[config.mk]
export PLATFORM = sky130hd
export DESIGN_NAME = scfl_front
export DESIGN_NICKNAME = d
export VERILOG_FILES = /design/src/hdl/scfl_pkg.sv /design/src/hdl/scfl_front.sv
export SDC_FILE = /design/constraint.sdc
export NUM_CORES = 1
export LEC_CHECK = 0
export BUFFER_PORTS_ARGS = -buffer_cell sky130_fd_sc_hd__buf_2
export CELL_PAD_IN_SITES_DETAIL_PLACEMENT = 2
export CELL_PAD_IN_SITES_GLOBAL_PLACEMENT = 2
export CORE_MARGIN = 2
export CORE_UTILIZATION = 42
export CTS_BUF_LIST = sky130_fd_sc_hd__clkbuf_8
export DETAILED_ROUTE_END_ITERATION = 10
export PLACE_DENSITY_LB_ADDON = 0.1
export SYNTH_ARGS = -nofsm -noshare
export SYNTH_HDL_FRONTEND = slang
export SYNTH_SLANG_ARGS = --single-unit
[constraint.sdc]
create_clock -name aclk -period 10.9 [get_ports aclk]
set_input_delay 1.635 -clock aclk [delete_from_list [all_inputs] [get_ports aclk]]
set_output_delay 1.635 -clock aclk [all_outputs]
set_load 0.02 [all_outputs]
[src/hdl/scfl_pkg.sv]
package scfl_pkg;

    localparam int PTR_W   = 48;
    localparam int BYTES_W = 32;
    localparam int CLASS_W = 33;
    localparam int TOTB_W  = 29;
    localparam int TOTN_W  = 11;
    localparam int IDX_W   = 11;

    typedef enum logic [2:0] {
        ST_HIT       = 3'd0,
        ST_MISS      = 3'd1,
        ST_CACHED    = 3'd2,
        ST_FULL      = 3'd3,
        ST_IGNORED   = 3'd4,
        ST_TOO_LARGE = 3'd5
    } status_t;

    typedef enum logic [1:0] {
        KIND_STACK  = 2'd0,
        KIND_IGNORE = 2'd1,
        KIND_LARGE  = 2'd2
    } kind_t;

    typedef struct packed {
        logic               is_free;
        kind_t              kind;
        logic [PTR_W-1:0]   ptr;
        logic [CLASS_W-1:0] cls;
        logic [IDX_W-1:0]   idx;
    } item_t;

endpackage

[src/hdl/scfl_front.sv]
module scfl_front #(
    parameter int MAX_REQUEST_BYTES = 262144,
    parameter int POINTER_WIDTH     = 48
) (
    input  logic                  aclk,
    input  logic                  aresetn,
    input  logic                  in_valid,
    output logic                  in_ready,
    input  logic                  in_free,
    input  logic [31:0]           in_bytes,
    input  logic [47:0]           in_ptr,
    output logic                  q_valid,
    input  logic                  q_take,
    output scfl_pkg::item_t       q_item
);
    import scfl_pkg::*;

    localparam logic [PTR_W-1:0] PTR_MASK = (POINTER_WIDTH >= PTR_W) ? {PTR_W{1'b1}} :
        ((PTR_W'(1) << POINTER_WIDTH) - PTR_W'(1));

    item_t              item;
    logic [31:0]        bm1;
    logic [CLASS_W-1:0] rmask;
    logic [31:0]        idx_wide;
    logic [PTR_W-1:0]   ptr_m;

    item_t       q_mem_reg [2];
    logic        wr_ptr_reg, wr_ptr_next;
    logic        rd_ptr_reg, rd_ptr_next;
    logic [1:0]  count_reg, count_next;
    logic        push;

    always_comb begin
        bm1   = in_bytes - 32'd1;
        ptr_m = in_ptr & PTR_MASK;
        if (in_bytes <= 32'd256) begin
            rmask    = CLASS_W'(15);
            idx_wide = bm1 >> 4;
        end else if (in_bytes <= 32'd4096) begin
            rmask    = CLASS_W'(127);
            idx_wide = 32'd14 + (bm1 >> 7);
        end else if (in_bytes <= 32'd65536) begin
            rmask    = CLASS_W'(1023);
            idx_wide = 32'd42 + (bm1 >> 10);
        end else begin
            rmask    = CLASS_W'(4095);
            idx_wide = 32'd90 + (bm1 >> 12);
        end
        item.is_free = in_free;
        item.ptr     = ptr_m;
        item.idx     = idx_wide[IDX_W-1:0];
        item.cls     = (in_bytes == 32'd0) ? '0 : (({1'b0, bm1} | rmask) + CLASS_W'(1));
        if (in_bytes == 32'd0 || (in_free && ptr_m == '0)) begin
            item.kind = KIND_IGNORE;
        end else if (in_bytes > 32'(MAX_REQUEST_BYTES)) begin
            item.kind = KIND_LARGE;
        end else begin
            item.kind = KIND_STACK;
        end
    end

    assign in_ready = (count_reg != 2'd2);
    assign push     = in_valid && in_ready;
    assign q_valid  = (count_reg != 2'd0);
    assign q_item   = q_mem_reg[rd_ptr_reg];

    always_comb begin
        wr_ptr_next = wr_ptr_reg ^ push;
        rd_ptr_next = rd_ptr_reg ^ q_take;
        count_next  = count_reg + {1'b0, push} - {1'b0, q_take};
    end

    always_ff @(posedge aclk) begin
        if (!aresetn) begin
            wr_ptr_reg <= 1'b0;
            rd_ptr_reg <= 1'b0;
            count_reg  <= 2'd0;
        end else begin
            wr_ptr_reg <= wr_ptr_next;
            rd_ptr_reg <= rd_ptr_next;
            count_reg  <= count_next;
        end
    end

    always_ff @(posedge aclk) begin
        if (push) begin
            q_mem_reg[wr_ptr_reg] <= item;
        end
    end

endmodule

; Word level (Yosys, flattened, before mapping)
; Memories as Yosys holds them, arrays and structs flattened. A register that Yosys moved wholly into a read port is not among the register bits.
; Index checks and enable logic that the tools add are counted.
[classes]
bitwise = 3
mul = 0
order_cmp = 4
n_div = 0
n_eq_ne = 1
mux = 12
add_sub_neg = 7
shift = 0
reduce_logical = 6
[op_table]
columns = cell, n
row1 = $mux 33, 3
row2 = $logic_not 48->1, 1
row3 = $add 33x1->33 const B, 1
row4 = $mux 11, 3
row5 = $or 32x33->33, 1
row6 = $gt 32x19->1 const B, 1
row7 = $le 32x13->1 const B, 1
row8 = $le 32x17->1 const B, 1
row9 = $le 32x9->1 const B, 1
row10 = $logic_not 32->1, 1
row11 = $sub 32x1->32 const B, 1
row12 = $mux 12, 1
row13 = $add 4x11->11 const A, 1
row14 = $add 6x11->11 const A, 1
row15 = $add 7x11->11 const A, 1
row16 = $mux 2, 2
row17 = $mux 1, 3
row18 = $add 2x1->2, 1
row19 = $logic_and 1x1->1, 2
row20 = $ne 2x2->1 const B, 1
row21 = $reduce_bool 2->1, 1
row22 = $sub 2x1->2, 1
row23 = $xor 1x1->1, 2
row24 = $logic_or 1x1->1, 1
[totals]
regBits = 4
output_inout_bits = 97
romBits = 0
latchBits = 0
mem_count = 1
mem_bits_rw = 190
[memory_table]
columns = name, depth, width, read_ports, rd_ports_with_merged_regs, write_ports, line_no
row1 = q_mem_reg, 2, 95, 1, 1, 1, scfl_front.sv:27  ; item_t q_mem_reg [2];

; Logic depth before layout (Yosys ltp)
[logic_depth]
depth_word = 7
ltp_mapped = 13
depth_no_buf = 11

; Worst setup path before layout
; OpenSTA, ideal clock, no wires.
[synth_path]
path_type = input port to flip-flop
startpoint = input port in_bytes[3]
endpoint = memory q_mem_reg[0][31] (netlist name), data pin
t_arrival_ps = 4828
required_ps = 10634
cell_stages = 13
setup_ps = 266
slack_ps = 5806
cell_sequence = or4_4 -> buf_6 -> o41a_1 -> or4_4 -> buf_6 -> nor3b_1 -> inv_1 -> ha_1 -> o21a_4 -> a21bo_4 -> nor2_1 -> a2bb2oi_1 -> mux2_1
[synth_lines]
columns = item, line_no
row1 = from (decl), scfl_front.sv:10  ; input logic [31:0] in_bytes,
row2 = to (decl), scfl_front.sv:27

==> impl_metrics.ini <==
[logic_synthesis]
synth_edf_count = 182
synth_cell_type_count = 66
async_flop_share_pct = 0
yosys.cell_count.top_type = edfxtp_1
synthTopCellsByCount = edfxtp_1, mux2_2, nand2_1, nor2_1, nor3_1
synth_area_per_cell_um2 = 13.89
seq_area_frac_synth_pct = 62.82
synth_cells = 638
synthesis.area_um2 = 8860
synth_compound_area_share_pct = 6.807
synth_top_area_share_pct = 61.69
synth_area_leaders = edfxtp_1, mux2_2, xnor2_1
yosysTopAreaCell = edfxtp_1
yosys.area_share.simple_pct = 10.78
synth.area.mux_share_pct = 13.09
synth_top_family_by_area = multiplexers
yosysWarnings = 0
synth-seq-cells = 187
synthXorXnorAreaFrac_pct = 3.065
synthAdderAreaFrac_pct = 1.271
synth-main-ff-cell = edfxtp_1

[detailed_routing]
met3WireLength_um = 1099
drt_iter0_drc = 291
viasPerCell = 5.490
wl_met2_um = 13080
post-route-drc-count = 0
avgRoutedWirePerCell_um = 22.93
vias = 6017
dr.pass1.iters = 4
highest_layer = met5
wl_met1_um = 10310
ant_nets = 0
wl_um = 25130

[outcome]
outcome = complete, no violations

[clocking]
numClockSinks = 187
cts_buffers = 17
post_cts_resized = 0
clk_pin_slew_ps = 110
cts_tree = built
htreeDepth = 4
clock_path_buffers = 2
cts_root_buffer = clkbuf_8
postCtsHoldBufs = 0
clkLatencyLatePin_ps = 470
cts_setup_buffers = 0

[hold_path]
hold_class = flip-flop to flip-flop

[sta]
fin_crit_ps = 5305
rsz0062_at_grt = no
finalCritPeriodShare_pct = 48.67
slew_violations = 0
clock_skew_ps = 21.64
slew_headroom_pct = 29.74
clock.fmax_mhz = 188.5
fin_setup_tns_ps = 0
worstMarginPinSlew_ps = 1046
finalSetupViolations = 0
hold_viol_final = 0
timing.final.ws_setup_ps = 5595

[cells_and_area]
multi_input_area_um2 = 3142
diodes = 0
final_cell_count_no_fill = 1096
fin_util_pct = 49.72
seqCellArea_um2 = 5569
largest_reg_flops = 182
area_growth_pct = 17.23
fin_nets = 902
drive_gt1_share_pct = 39.59
nFillCells = 2050

[grt]
grt_max_degree = 49
antenna_found_initial = 1
grt_pass1_vias = 6694
grt.overflow.total = 0
grt_pass1_wl_um = 38700
track_usage_pct = 23.14

[placement]
preCtsSetupSlack_ps = 5160
place_hpwl_um = 18470
place.port_buffers = 177
routabilityCongestion = 0.8461
post-place-cells = 1064

[worst_setup_path]
worst_ep_required_time_ps = 11080
worstSetupPathType = input pin to flip-flop
cp-start-kind = input pin
crit_arrival_ps = 5490
end_kind = flip-flop
cp_max_fo = 9

[floorplan]
die_h_um = 149.2
start_util_pct = 42.41
rows = 53
die_area_um2 = 22270
design.portCount = 182
die_w_um = 149.2
placeableCoreArea_um2 = 20890

[pwr]
p_leak_nw = 3.706
power_density_nw_per_um2 = 175.8
total_power_mw = 1.826
irDropWorstVdd_uv = 85.48

[run]
maxCapViolations = 0
==> final cells by class <==
type / count / area share [%]
sequential: 187 / 53.62
multi-input combinational: 413 / 30.25
timing repair buffer: 181 / 8.818
tap: 275 / 3.313
clock buffer: 17 / 2.253
clock inverter: 15 / 1.458
inverter: 8 / 0.2891
==> report_power, final <==
part / total, mW / switching [mW] / internal [mW]
clock: 0.447 / 0.276 / 0.171
combinational: 0.422 / 0.273 / 0.149
sequential: 0.958 / 0.0375 / 0.920
==> cells by family (layout without fill, tap and decap cells) <==
logic type,count (synthesis),count (layout)
XOR/XNOR,31,31
AND/OR/NAND/NOR,181,181
multiplexers,104,104
adder cells (fa/ha/maj),9,9
flip-flops,187,187
buffers and inverters,41,221
other,1,4
AO/OA/AOI/OAI,84,84
==> routing by layer <==
metal  up-vias  track usage, %
li1       2794               -
met1      3012           28.30
met2       171           41.22
met3        38           3.976
met4         2           8.238
met5         -               0
==> per-stage QoR <==
stage	hold slack, ps	instance area, um2
global route	625.7	10390
finish	599.3	10390
floorplan	534.1	8871
global placement	563.1	10000
detailed placement	583.5	10000
CTS	604.0	10390
==> worst paths after layout <==
path	cells after the start	start	slack, ps	to
max	11	in_bytes[3]	5590	q_mem_reg[0][38]
min	2	rd_ptr_reg	600	rd_ptr_reg
max reg2reg	5	count_reg[0]	8450	q_mem_reg[1][7]
min reg2reg	2	rd_ptr_reg	600	rd_ptr_reg
==> cells in the final DEF, fill, tap and decap left out, types with 8 or more instances in the layout <==
cell type  Yosys  layout
inv_1          8       9
nor4_1        15      15
and2_1         8       8
nand2_1       37      37
clkbuf_8       0      17
mux2_2        92      92
xnor2_1       19      19
mux2i_1        9       9
nor2_1        37      37
nand3_1       10      10
o21ai_1        9       9
or2_2          8       8
a21oi_1       20      20
nor3_1        23      23
buf_2          1     177
edfxtp_1     182     182
xor2_1        12      12
or3_1         10      10
==> worst max-delay path, cell delays in order <==
cell and delay (ps):
buf_2 100, or4_4 580, nor3_2 510, nand2_1 300
xnor2_1 610, ha_1 430, o21ai_1 230, nor3_1 540
nand3_1 180, o311ai_0 160, o21ai_1 210
(Power assumes the default switching activity.)
